**config.mk**
```make
export PLATFORM = sky130hd
export DESIGN_NAME = fifo_queue_with_remove_by_id_core
export DESIGN_NICKNAME = d
export VERILOG_FILES = /design/src/sv/fqr_pkg.sv /design/src/sv/fqr_slot_ram.sv /design/src/sv/fqr_ctrl.sv /design/src/sv/fifo_queue_with_remove_by_id_core.sv
export VERILOG_INCLUDE_DIRS = /design/src /design/src/sv
export SDC_FILE = /design/constraint.sdc
export NUM_CORES = 1
export LEC_CHECK = 0
export ABC_AREA = 1
export BUFFER_PORTS_ARGS = -buffer_cell sky130_fd_sc_hd__buf_4
export CAP_MARGIN = 20
export CORE_ASPECT_RATIO = 1.5
export CORE_UTILIZATION = 55
export DETAILED_ROUTE_END_ITERATION = 6
export HOLD_SLACK_MARGIN = 0.03
export PLACE_DENSITY = 0.72
export REMOVE_ABC_BUFFERS = 1
export SLEW_MARGIN = 20
export SYNTH_ARGS = -nofsm -noshare
export SYNTH_HDL_FRONTEND = slang
export SYNTH_SLANG_ARGS = --single-unit
```
**constraint.sdc**
```tcl
create_clock -name clock -period 4.53 [get_ports clock]
set_input_delay 0.453 -clock clock [delete_from_list [all_inputs] [get_ports clock]]
set_output_delay 0.453 -clock clock [all_outputs]
set_load 0.01 [all_outputs]
```
**src/sv/assert_macros.svh**
```systemverilog
// Assertion helpers for the RTL; fqr_ctrl.sv includes them.
`ifndef ASSERT_MACROS_SVH
`define ASSERT_MACROS_SVH

// Property that must hold at every clock edge outside reset.
`define ASSERT_ALWAYS(label, clk, rst, prop, msg) \
   label: assert property (@(posedge clk) disable iff (rst) (prop)) else $error(msg);

// Same-cycle implication.
`define ASSERT_IMPLIES(label, clk, rst, ante, cons, msg) \
   label: assert property (@(posedge clk) disable iff (rst) (ante) |-> (cons)) else $error(msg);

// Next-cycle implication.
`define ASSERT_NEXT(label, clk, rst, ante, cons, msg) \
   label: assert property (@(posedge clk) disable iff (rst) (ante) |=> (cons)) else $error(msg);

`endif

```
**src/sv/fqr_pkg.sv**
```systemverilog
`timescale 1ns / 1ps

package fqr_pkg;

   localparam int DEPTH   = 16;
   localparam int IDX_W   = $clog2(DEPTH);
   localparam int CNT_W   = $clog2(DEPTH + 1);
   localparam int ID_W    = 32;
   localparam int COUNT_W = 5;

   typedef enum logic [1:0] {
      OP_ADD    = 2'd0,
      OP_SERVE  = 2'd1,
      OP_REMOVE = 2'd2,
      OP_LIST   = 2'd3
   } op_type;

   typedef enum logic [1:0] {
      ST_OK        = 2'd0,
      ST_EMPTY     = 2'd1,
      ST_NOT_FOUND = 2'd2,
      ST_FULL      = 2'd3
   } status_type;

   typedef struct packed {
      logic               valid;
      status_type         status;
      logic [ID_W-1:0]    id;
      logic [COUNT_W-1:0] count;
      logic               last;
   } res_type;

   typedef struct packed {
      logic             wr_en;
      logic [IDX_W-1:0] wr_addr;
      logic [ID_W-1:0]  wr_data;
      logic             rd_en;
      logic [IDX_W-1:0] rd_addr;
   } ram_cmd_type;

   // Step one slot round the ring.
   function automatic logic [IDX_W-1:0] idx_next(input logic [IDX_W-1:0] p);
      logic [IDX_W-1:0] r;
      if (p == IDX_W'(DEPTH - 1)) begin
         r = '0;
      end else begin
         r = p + IDX_W'(1);
      end
      return r;
   endfunction

   // Slot that lies c places behind p round the ring (c at most DEPTH).
   function automatic logic [IDX_W-1:0] idx_add(input logic [IDX_W-1:0] p,
                                                input logic [CNT_W-1:0] c);
      logic [CNT_W:0] s;
      s = (CNT_W + 1)'(p) + (CNT_W + 1)'(c);
      if (s >= (CNT_W + 1)'(DEPTH)) begin
         s = s - (CNT_W + 1)'(DEPTH);
      end
      return IDX_W'(s);
   endfunction

endpackage

```
**src/sv/fqr_slot_ram.sv**
```systemverilog
`timescale 1ns / 1ps

module fqr_slot_ram #(
   parameter int DATA_W  = 32,
   parameter int ENTRIES = 16,
   parameter int ADDR_W  = $clog2(ENTRIES)
) (
   input  logic              clock,
   input  logic              wr_en,
   input  logic [ADDR_W-1:0] wr_addr,
   input  logic [DATA_W-1:0] wr_data,
   input  logic              rd_en,
   input  logic [ADDR_W-1:0] rd_addr,
   output logic [DATA_W-1:0] rd_data
);

   logic [DATA_W-1:0] mem [ENTRIES];
   logic [DATA_W-1:0] rd_data_ff;

   always_ff @(posedge clock) begin
      if (wr_en) begin
         mem[wr_addr] <= wr_data;
      end
   end

   // Read data holds until the next read.
   always_ff @(posedge clock) begin
      if (rd_en) begin
         rd_data_ff <= mem[rd_addr];
      end
   end

   assign rd_data = rd_data_ff;

endmodule

```
**src/sv/fqr_ctrl.sv**
```systemverilog
`timescale 1ns / 1ps
`include "assert_macros.svh"

module fqr_ctrl (
   input  logic                           clock,
   input  logic                           reset,
   input  logic                           req_valid,
   output logic                           req_ready,
   input  logic [1:0]                     req_op,
   input  logic [fqr_pkg::ID_W-1:0]       req_entry_id,
   input  logic                           out_free,
   output fqr_pkg::res_type               res,
   output fqr_pkg::ram_cmd_type           ram_cmd,
   input  logic [fqr_pkg::ID_W-1:0]       rd_data
);

   import fqr_pkg::*;

   typedef enum logic [2:0] {
      S_IDLE,
      S_SERVE,
      S_SCAN,
      S_SHIFT,
      S_LIST,
      S_EMIT
   } state_type;

   state_type        state_ff;
   logic [CNT_W-1:0] occ_ff;
   logic [IDX_W-1:0] head_ff;
   logic [IDX_W-1:0] ptr_ff;
   logic [CNT_W-1:0] k_ff;
   logic [ID_W-1:0]  id_ff;
   status_type       status_ff;
   logic [ID_W-1:0]  out_id_ff;

   logic             accept;
   logic             is_last;
   logic             id_hit;

   assign req_ready = (state_ff == S_IDLE);
   assign accept    = req_valid && req_ready;
   assign is_last   = ((k_ff + CNT_W'(1)) == occ_ff);
   // The one shared compare, used by every step of the search.
   assign id_hit    = (rd_data == id_ff);

   always_comb begin
      ram_cmd         = '0;
      ram_cmd.wr_addr = ptr_ff;
      ram_cmd.rd_addr = ptr_ff;
      ram_cmd.wr_data = rd_data;
      case (state_ff)
         S_IDLE: begin
            if (req_valid) begin
               if (req_op == OP_ADD) begin
                  ram_cmd.wr_en   = (occ_ff != CNT_W'(DEPTH));
                  ram_cmd.wr_addr = idx_add(head_ff, occ_ff);
                  ram_cmd.wr_data = req_entry_id;
               end else begin
                  ram_cmd.rd_en   = 1'b1;
                  ram_cmd.rd_addr = head_ff;
               end
            end
         end
         S_SCAN: begin
            ram_cmd.rd_en   = 1'b1;
            ram_cmd.rd_addr = idx_next(ptr_ff);
         end
         S_SHIFT: begin
            // Move the entry behind ptr forward, fetch the one after it.
            ram_cmd.wr_en   = 1'b1;
            ram_cmd.rd_en   = 1'b1;
            ram_cmd.rd_addr = idx_next(idx_next(ptr_ff));
         end
         S_LIST: begin
            ram_cmd.rd_en   = out_free;
            ram_cmd.rd_addr = idx_next(ptr_ff);
         end
         default: begin
         end
      endcase
   end

   always_comb begin
      res.valid  = (state_ff == S_EMIT) || (state_ff == S_LIST);
      res.count  = COUNT_W'(occ_ff);
      if (state_ff == S_LIST) begin
         res.status = ST_OK;
         res.id     = rd_data;
         res.last   = is_last;
      end else begin
         res.status = status_ff;
         res.id     = out_id_ff;
         res.last   = 1'b1;
      end
   end

   always_ff @(posedge clock) begin
      if (reset) begin
         state_ff <= S_IDLE;
         occ_ff   <= '0;
         head_ff  <= '0;
      end else begin
         case (state_ff)
            S_IDLE: begin
               if (accept) begin
                  id_ff     <= req_entry_id;
                  out_id_ff <= '0;
                  ptr_ff    <= head_ff;
                  k_ff      <= '0;
                  status_ff <= ST_OK;
                  case (req_op)
                     OP_ADD: begin
                        if (occ_ff == CNT_W'(DEPTH)) begin
                           status_ff <= ST_FULL;
                        end else begin
                           occ_ff <= occ_ff + CNT_W'(1);
                        end
                        state_ff <= S_EMIT;
                     end
                     OP_SERVE: begin
                        if (occ_ff == '0) begin
                           status_ff <= ST_EMPTY;
                           state_ff  <= S_EMIT;
                        end else begin
                           state_ff <= S_SERVE;
                        end
                     end
                     OP_REMOVE: begin
                        if (occ_ff == '0) begin
                           status_ff <= ST_EMPTY;
                           state_ff  <= S_EMIT;
                        end else begin
                           state_ff <= S_SCAN;
                        end
                     end
                     default: begin
                        if (occ_ff == '0) begin
                           status_ff <= ST_EMPTY;
                           state_ff  <= S_EMIT;
                        end else begin
                           state_ff <= S_LIST;
                        end
                     end
                  endcase
               end
            end
            S_SERVE: begin
               out_id_ff <= rd_data;
               head_ff   <= idx_next(head_ff);
               occ_ff    <= occ_ff - CNT_W'(1);
               state_ff  <= S_EMIT;
            end
            S_SCAN: begin
               if (id_hit) begin
                  if (is_last) begin
                     occ_ff   <= occ_ff - CNT_W'(1);
                     state_ff <= S_EMIT;
                  end else begin
                     state_ff <= S_SHIFT;
                  end
               end else if (is_last) begin
                  status_ff <= ST_NOT_FOUND;
                  state_ff  <= S_EMIT;
               end else begin
                  ptr_ff <= idx_next(ptr_ff);
                  k_ff   <= k_ff + CNT_W'(1);
               end
            end
            S_SHIFT: begin
               // Stop once the tail entry has moved forward.
               if ((k_ff + CNT_W'(2)) == occ_ff) begin
                  occ_ff   <= occ_ff - CNT_W'(1);
                  state_ff <= S_EMIT;
               end else begin
                  ptr_ff <= idx_next(ptr_ff);
                  k_ff   <= k_ff + CNT_W'(1);
               end
            end
            S_LIST: begin
               if (out_free) begin
                  if (is_last) begin
                     state_ff <= S_IDLE;
                  end else begin
                     ptr_ff <= idx_next(ptr_ff);
                     k_ff   <= k_ff + CNT_W'(1);
                  end
               end
            end
            S_EMIT: begin
               if (out_free) begin
                  state_ff <= S_IDLE;
               end
            end
            default: begin
               state_ff <= S_IDLE;
            end
         endcase
      end
   end

   `ASSERT_ALWAYS(a_occ_bound, clock, reset, occ_ff <= CNT_W'(DEPTH), "occupancy beyond depth")
   `ASSERT_NEXT(a_busy_after_accept, clock, reset, accept, !req_ready, "ready while item in work")
   `ASSERT_NEXT(a_add_grows, clock, reset, accept && (req_op == OP_ADD) && (occ_ff != CNT_W'(DEPTH)), occ_ff == $past(occ_ff) + CNT_W'(1), "add did not grow the queue")

endmodule

```
**src/sv/fifo_queue_with_remove_by_id_core.sv**
```systemverilog
`timescale 1ns / 1ps
// Ordered queue of identifiers with add, serve, remove-by-identifier and list.
// Request channel (req_*): valid/ready; one item carries an operation and an
// identifier. Response channel (rsp_*): valid/ready; every response carries
// status, identifier, the count after the operation and a last mark.
// Entries sit in a ring in a single-port-read slot RAM; one sequencer with one
// identifier compare walks them one slot per cycle, a list only while the
// response register is free. Remove searches up to the match, then the later
// entries close the gap one slot a cycle, one pass in all. An item holds the
// sequencer until its response is loaded into the output register, so a new
// item is not taken before the last one is through.
// req_ready is high only while the sequencer is idle; an item is taken while
// the previous response still waits in the output register.
// A stalled receiver holds the response register; the sequencer then waits, so
// a list resumes where it stopped. Reset empties the queue at once; slot
// contents are not cleared and are never read before being written.
module fifo_queue_with_remove_by_id_core (
   input  logic                              clock,
   input  logic                              reset,
   input  logic                              req_valid,
   output logic                              req_ready,
   input  logic [1:0]                        req_op,
   input  logic signed [fqr_pkg::ID_W-1:0]   req_entry_id,
   output logic                              rsp_valid,
   input  logic                              rsp_ready,
   output logic [1:0]                        rsp_status,
   output logic signed [fqr_pkg::ID_W-1:0]   rsp_out_id,
   output logic [fqr_pkg::COUNT_W-1:0]       rsp_count,
   output logic                              rsp_last
);

   import fqr_pkg::*;

   res_type              res;
   ram_cmd_type          ram_cmd;
   logic [ID_W-1:0]      rd_data;
   logic                 out_free;

   logic                 rsp_valid_ff;
   logic [1:0]           rsp_status_ff;
   logic [ID_W-1:0]      rsp_out_id_ff;
   logic [COUNT_W-1:0]   rsp_count_ff;
   logic                 rsp_last_ff;

   assign out_free = !rsp_valid_ff || rsp_ready;

   fqr_ctrl u_ctrl (
      .clock        (clock),
      .reset        (reset),
      .req_valid    (req_valid),
      .req_ready    (req_ready),
      .req_op       (req_op),
      .req_entry_id (req_entry_id),
      .out_free     (out_free),
      .res          (res),
      .ram_cmd      (ram_cmd),
      .rd_data      (rd_data)
   );

   fqr_slot_ram #(
      .DATA_W  (ID_W),
      .ENTRIES (DEPTH),
      .ADDR_W  (IDX_W)
   ) u_slot_ram (
      .clock   (clock),
      .wr_en   (ram_cmd.wr_en),
      .wr_addr (ram_cmd.wr_addr),
      .wr_data (ram_cmd.wr_data),
      .rd_en   (ram_cmd.rd_en),
      .rd_addr (ram_cmd.rd_addr),
      .rd_data (rd_data)
   );

   always_ff @(posedge clock) begin
      if (reset) begin
         rsp_valid_ff <= 1'b0;
      end else if (res.valid && out_free) begin
         rsp_valid_ff <= 1'b1;
      end else if (rsp_ready) begin
         rsp_valid_ff <= 1'b0;
      end
   end

   // Load the payload only when the register is free or being emptied.
   always_ff @(posedge clock) begin
      if (res.valid && out_free) begin
         rsp_status_ff <= res.status;
         rsp_out_id_ff <= res.id;
         rsp_count_ff  <= res.count;
         rsp_last_ff   <= res.last;
      end
   end

   assign rsp_valid  = rsp_valid_ff;
   assign rsp_status = rsp_status_ff;
   assign rsp_out_id = $signed(rsp_out_id_ff);
   assign rsp_count  = rsp_count_ff;
   assign rsp_last   = rsp_last_ff;

endmodule
```
# Word level (Yosys, flattened, before mapping)
# Memory sizes are Yosys's and may differ from the RTL's. A register that Yosys moved wholly into a read port is not among the register bits.
# Cells that the tools add are included.
[word_totals]
ramBits = 512
mem_count = 1
word_cells = 128
ff_bits = 128
[mem_list]
columns = ["memory", "words", "width", "rd", "rd_clocked_by_memory_dff", "write_ports", "line", "rtl"]
rows = [
  ["u_slot_ram.mem", 16, 32, 1, 1, 1, "fqr_slot_ram.sv:17", "logic [DATA_W-1:0] mem [ENTRIES];"],
]
[op_classes]
n_eq_ne = 27
n_mux = 57
magnitude_cmp = 1
reduce_logical = 19
n_bitwise = 1
add_sub_neg = 9
[op_table]
columns = ["op", "count"]
rows = [
  ["32-bit 2-to-1 mux", 2],
  ["32-bit one-hot mux with 2 select lines", 1],
  ["5-bit 2-to-1 mux", 12],
  ["5-bit one-hot mux with 4 select lines", 3],
  ["42-bit 2-to-1 mux", 1],
  ["4-bit 2-to-1 mux", 10],
  ["37-bit 2-to-1 mux", 1],
  ["36-bit 2-to-1 mux", 1],
  ["32-bit == test", 1],
  ["3-bit 2-to-1 mux", 10],
  ["3-bit one-hot mux with 6 select lines", 1],
  ["4-bit one-hot mux with 4 select lines", 1],
  ["2-bit inequality test (second input constant)", 7],
  ["4-bit by 1-bit adder with 4-bit output (second input constant)", 3],
  ["4-bit == test (second input constant)", 3],
  ["6-bit AND reduction", 2],
  ["5-bit by 1-bit adder with 5-bit output (second input constant)", 2],
  ["5-bit == test", 2],
  ["2-bit 2-to-1 mux", 5],
  ["3-bit one-hot mux with 3 select lines", 1],
  ["2-bit by 1-bit inequality test with 1-bit output (second input constant)", 4],
  ["4-bit nonzero test", 2],
  ["7-bit AND reduction", 1],
  ["4-bit by 5-bit adder with 6-bit output", 1],
  ["25 further kinds", 37],
]

# Logic depth before layout (Yosys ltp)
[logic_depth]
depth_word = 8
mapped_depth = 16

# Cells and area by module
# A second synthesis with hierarchy kept.
[hier_totals]
cells_unflattened = 2841
hier_area_um2 = 29592.1
[by_module_without_submodules]
columns = ["mod", "instances", "area_per_inst_um2", "cells_each"]
rows = [
  ["fqr_slot_ram", 1, 23050.9, 2120],
  ["fqr_ctrl", 1, 5292.6, 675],
  ["fifo_queue_with_remove_by_id_core", 1, 1248.7, 46],
]

# Worst setup path after synthesis
# OpenSTA, ideal clock, no wires.
[synth_path]
path_type = "flip-flop to flip-flop"
from = "register u_ctrl.occ_ff[0]"
to = "memory u_slot_ram.mem[0][0], enable pin"
arrival_ps = 3027
slack_ps = 1082
path_buffers = 0
path_stages_with_launch = 7
path_cell_list = "dfxtp_1 ha_1 fa_1 or2_2 o21ai_0 nand3_1 nor2_1"
[synth_between]
elab_chain_cells = 6
elab_cells_between_ends = 11
cone_classes = "2 x add/sub; 1 x order compare; 1 x eq/ne; 7 x mux"
[synth_rtl]
columns = ["item", "line", "rtl"]
rows = [
  ["from (decl)", "fqr_ctrl.sv:29", "logic [CNT_W-1:0] occ_ff;"],
  ["from (signal assigned)", "fqr_ctrl.sv:117", "occ_ff <= occ_ff + CNT_W'(1);"],
  ["from (signal assigned)", "fqr_ctrl.sv:151", "occ_ff <= occ_ff - CNT_W'(1);"],
  ["from (signal assigned)", "fqr_ctrl.sv:157", "occ_ff <= occ_ff - CNT_W'(1);"],
  ["4-bit by 5-bit adder with 6-bit output / 5-bit inequality test (equally long branches)", "fqr_pkg.sv:56, fqr_ctrl.sv:56", ""],
  ["6-bit by 5-bit >= comparator with 1-bit output, or another cell as far along", "fqr_pkg.sv:57", "if (s >= (CNT_W + 1)'(DEPTH)) begin"],
  ["4-bit 2-to-1 mux / 42-bit 2-to-1 mux (equally long branches)", "fqr_pkg.sv:57, fqr_ctrl.sv:54", ""],
  ["37-bit 2-to-1 mux *", "fqr_ctrl.sv:55", "if (req_op == OP_ADD) begin"],
  ["42-bit 2-to-1 mux *", "fqr_ctrl.sv:54", "if (req_valid) begin"],
  ["36-bit 2-to-1 mux / 1-bit 2-to-1 mux (equally long branches)", "fqr_ctrl.sv:52, fqr_slot_ram.sv:22", ""],
  ["to (decl)", "fqr_slot_ram.sv:17", ""],
]
# Mark *: on every way between the ends. The rest lies on a longest branch, timed or not.

# Final worst setup path
[layout_path]
from = "register u_ctrl.occ_ff[0]"
to = "memory u_slot_ram.mem[5][7], enable pin"
# The elaborated chain is that of the path after synthesis.

==> impl_metrics.py <==
metrics = {
    "sta": {
        "grt_setup_unrepaired": "no",
        "finalCriticalPeriod_ns": 3.652,
        "tightest_slew_ns": 1.175,
        "hold_viol": 0,
        "setup_violations": 0,
        "relSlewSlack": 0.2169,
        "min_period_over_period": 0.8061,
        "skew_ns": 0.01779,
        "clock.fmax_mhz": 273.8,
        "slew_viol_final": 0,
    },
    "place": {
        "io_buffer_count": 79,
        "placed_cells": 3546,
        "place.gp.congestion": 0.9150,
        "hpwl_um": 49040,
    },
    "detailed_routing": {
        "antenna_left": 0,
        "drc": 22,
        "dr.pass1.iters": 7,
        "avgViaCountPerCell": 5.752,
        "wire_per_inst_um": 21.44,
        "drt_iter0_drc": 2452,
        "wl_um": 78650,
        "vias": 21104,
    },
    "die": {
        "io-pin-count": 80,
        "start_util": 0.5590,
        "core_area_um2": 54000,
        "die_h_um": 288.9,
        "die-area_um2": 55850,
        "fp.dieW_um": 193.3,
        "rows": 104,
    },
    "pwr": {
        "peakVddDrop_mv": 0.8584,
        "powerDensity_nw_per_um2": 739.5,
        "power.internal_mw": 14.34,
        "switching_power_mw": 10.62,
        "p_comb_frac": 0.440,
        "leakagePower_nw": 13.75,
        "report.power.total_mw": 24.96,
        "seq_power_share": 0.358,
        "clkPwrFrac": 0.203,
        "p_sw_frac": 0.4254,
    },
    "synth": {
        "ys_warn_count": 0,
        "synth_cells": 2875,
        "synth_area_leaders": "edfxtp_1 66%, nand3_1 10%, nand2_1 7.2%",
        "ys.flop_type": "edfxtp_1",
        "yosysTopAreaCellShare": 0.6555,
        "syn-cell-area_um2": 30190,
        "syn_avg_cell_area_um2": 10.50,
        "postSynth.asyncResetShare": 0,
        "synth-edff-count": 659,
        "yosysTopAreaCell": "edfxtp_1",
        "yosysUniqueCellTypes": 34,
        "synth-seq-area-share": 0.6642,
        "ys_ff_latch": 672,
    },
    "layout": {
        "num-fill-cells": 4225,
        "antennaDiodeCount": 0,
        "area.sequential_um2": 20050,
        "drive_above_1_share": 0.09430,
        "fin_util": 0.6250,
        "final_cell_count_no_fill": 3669,
        "nets": 2983,
        "multiInputGateArea_um2": 7985,
        "syn_to_final_growth_pct": 11.81,
    },
    "clocking": {
        "h-tree-depth": 2,
        "cts_made_buffers": 59,
        "cts_resized": 0,
        "tritoncts": "done",
        "clk_latency_ns": 0.61,
        "cts-root-buf": "clkbuf_16",
        "clockBufferDepth": 3,
        "clk_pin_slew_worst_paths_ns": 0.07,
        "post_cts_buffers": 0,
        "cts_sinks": 672,
        "cts_hold_buf": 12,
    },
    "worst_setup_path": {
        "required_ns": 4.83,
        "crit_arrival_ns": 3.96,
        "crit_type": "reg -> reg",
        "crit_slowest_cell": "nor2_4",
        "path_cells": "ha_1 > fa_1 > or2_2 > o21ai_0 > nand3_1 > nor2_4 > buf_4",
        "worstPathMaxFanout": 20,
        "crit_path_start_kind": "flip-flop",
        "critPathMaxStageDelay_ns": 0.74,
        "worst_setup_path_end_kind": "flip-flop",
    },
    "outcome": {
        "failed_checks": "design-rule violations",
        "status": "finished, violations left",
    },
    "grt": {
        "grt_overflow": 0,
        "grt_max_degree": 139,
        "antenna_found_initial": 1,
        "grt_pass1_wl_um": 118600,
        "grtUsageTotal": 0.2809,
        "grt_pass1_vias": 20582,
    },
    "worst_hold_path": {
        "worstHoldPathType": "in -> reg",
    },
    "flow_run": {
        "cap_violations": 0,
    },
}
cells by family (layout without fill, tap and decap cells):
kind of cell | after synthesis | in the layout | share of synthesized area
AND/OR/NAND/NOR | 1434 | 1434 | 0.2185
flip-flops | 672 | 672 | 0.6642
buffers and inverters | 604 | 709 | 0.08003
AO/OA/AOI/OAI | 107 | 107 | 0.01824
XOR/XNOR | 44 | 44 | 0.01277
adder cells (fa/ha/maj) | 14 | 14 | 0.006300
cell usage after synthesis (all sizes together), types with 12 or more instances:
| library cell | n |
|---|---|
| a21oi | 13 |
| buf | 118 |
| clkbuf | 32 |
| dfxtp | 13 |
| edfxtp | 659 |
| ha | 12 |
| inv | 453 |
| nand2 | 583 |
| nand3 | 609 |
| nand3b | 96 |
| nand4 | 15 |
| nor2 | 121 |
| o21ai | 89 |
| xnor2 | 20 |
| xor2 | 24 |
worst max-delay path: cells and delay by family, from the launching register on:
family / cells / cell delay (ns)
flops: 1 / 0.52
compound gates: 1 / 0.24
buf+inv: 1 / 0.36
fa+ha+maj: 2 / 0.68
simple gates: 3 / 1.54
final timing paths:
kind / start / slack (ns) / depth (start not counted) / endpoint
worst max-delay path: u_ctrl.occ_ff[0] / 0.88 / 7 / u_slot_ram.mem[5][7]
worst min register to register: u_ctrl.out_id_ff[4] / 0.52 / 2 / rsp_out_id[4]
worst min-delay path: req_entry_id[2] / 0.04 / 1 / u_ctrl.id_ff[2]
worst max register to register: u_ctrl.occ_ff[0] / 0.88 / 7 / u_slot_ram.mem[5][7]
power groups by stage:
stage	clock [mW]	sequential, mW	combinational (mW)
final	5.06	8.93	11.0
after global routing	5.31	8.98	11.9
after CTS	5.10	8.93	10.8
after detailed placement	0	9.06	10.7
after global placement	0	9.04	10.5
after floorplan	0	9.06	6.62
cell usage in the layout, fill, tap and decap left out, types with 2 or more instances in the layout:
cell and instances:
nand2_8 2, clkinv_4 2, dlygate4sd3_1 12, nand2_1 577, inv_2 5, o21ai_2 19
inv_6 3, nand4_1 15, bufinv_16 6, edfxtp_1 659, nand2_2 2, buf_12 9
clkbuf_16 59, nand2_4 2, o21ai_1 13, o21ai_0 57, buf_4 124, nand3_1 608
clkinv_2 13, ha_1 12, xnor2_1 20, xor2_1 24, or2_2 4, inv_1 447
clkbuf_1 13, nor3_1 2, clkbuf_8 4, nor2_2 2, nor2_4 17, dfxtp_1 13
o211ai_1 3, nand3b_1 96, clkinv_1 9, nor2_1 102, fa_1 2, a21oi_1 11
sequential cells by signal, indices dropped and copies added (netlist names):
register	cells
u_slot_ram.mem	512
rsp_out_id	32
u_ctrl.id_ff	32
u_ctrl.out_id_ff	32
u_slot_ram.rd_data	32
rsp_count	5
u_ctrl.k_ff	5
u_ctrl.occ_ff	5
u_ctrl.head_ff	4
u_ctrl.ptr_ff	4
u_ctrl.state_ff	3
rsp_status	2
u_ctrl.status_ff	2
rsp_last	1
rsp_valid	1
per-layer routing:
metal  vias to the layer above  wire [um]  GRT usage
li1                       9750          -          -
met1                     10129      30810     0.3683
met2                      1036      38530     0.4739
met3                       189       6074    0.03271
met4                         0       3236     0.1288
met5                         -          0          0
cell type report:
type | count | area share
repair buffers | 145 | 0.03648
clock inverters | 34 | 0.01001
multi-input cells | 1599 | 0.2366
inverters | 454 | 0.05056
clock buffers | 76 | 0.04682
flip-flops and latches | 672 | 0.5940
well taps | 689 | 0.02554
per-stage QoR:
stage / hold WS [ns] / TNS, ns / area [um2] / setup WS [ns]
finish: 0.04288 / 0 / 33750 / 0.8782
global route: 0.03526 / 0 / 33750 / 0.7271
CTS: 0.03088 / 0 / 33710 / 0.9374
detailed placement: 0.5118 / 0 / 31680 / 0.9279
global placement: 0.5014 / 0 / 31680 / 1.030
floorplan: 0.4874 / -130.97 / 29480 / -4.094
(Power assumes the default switching activity.)
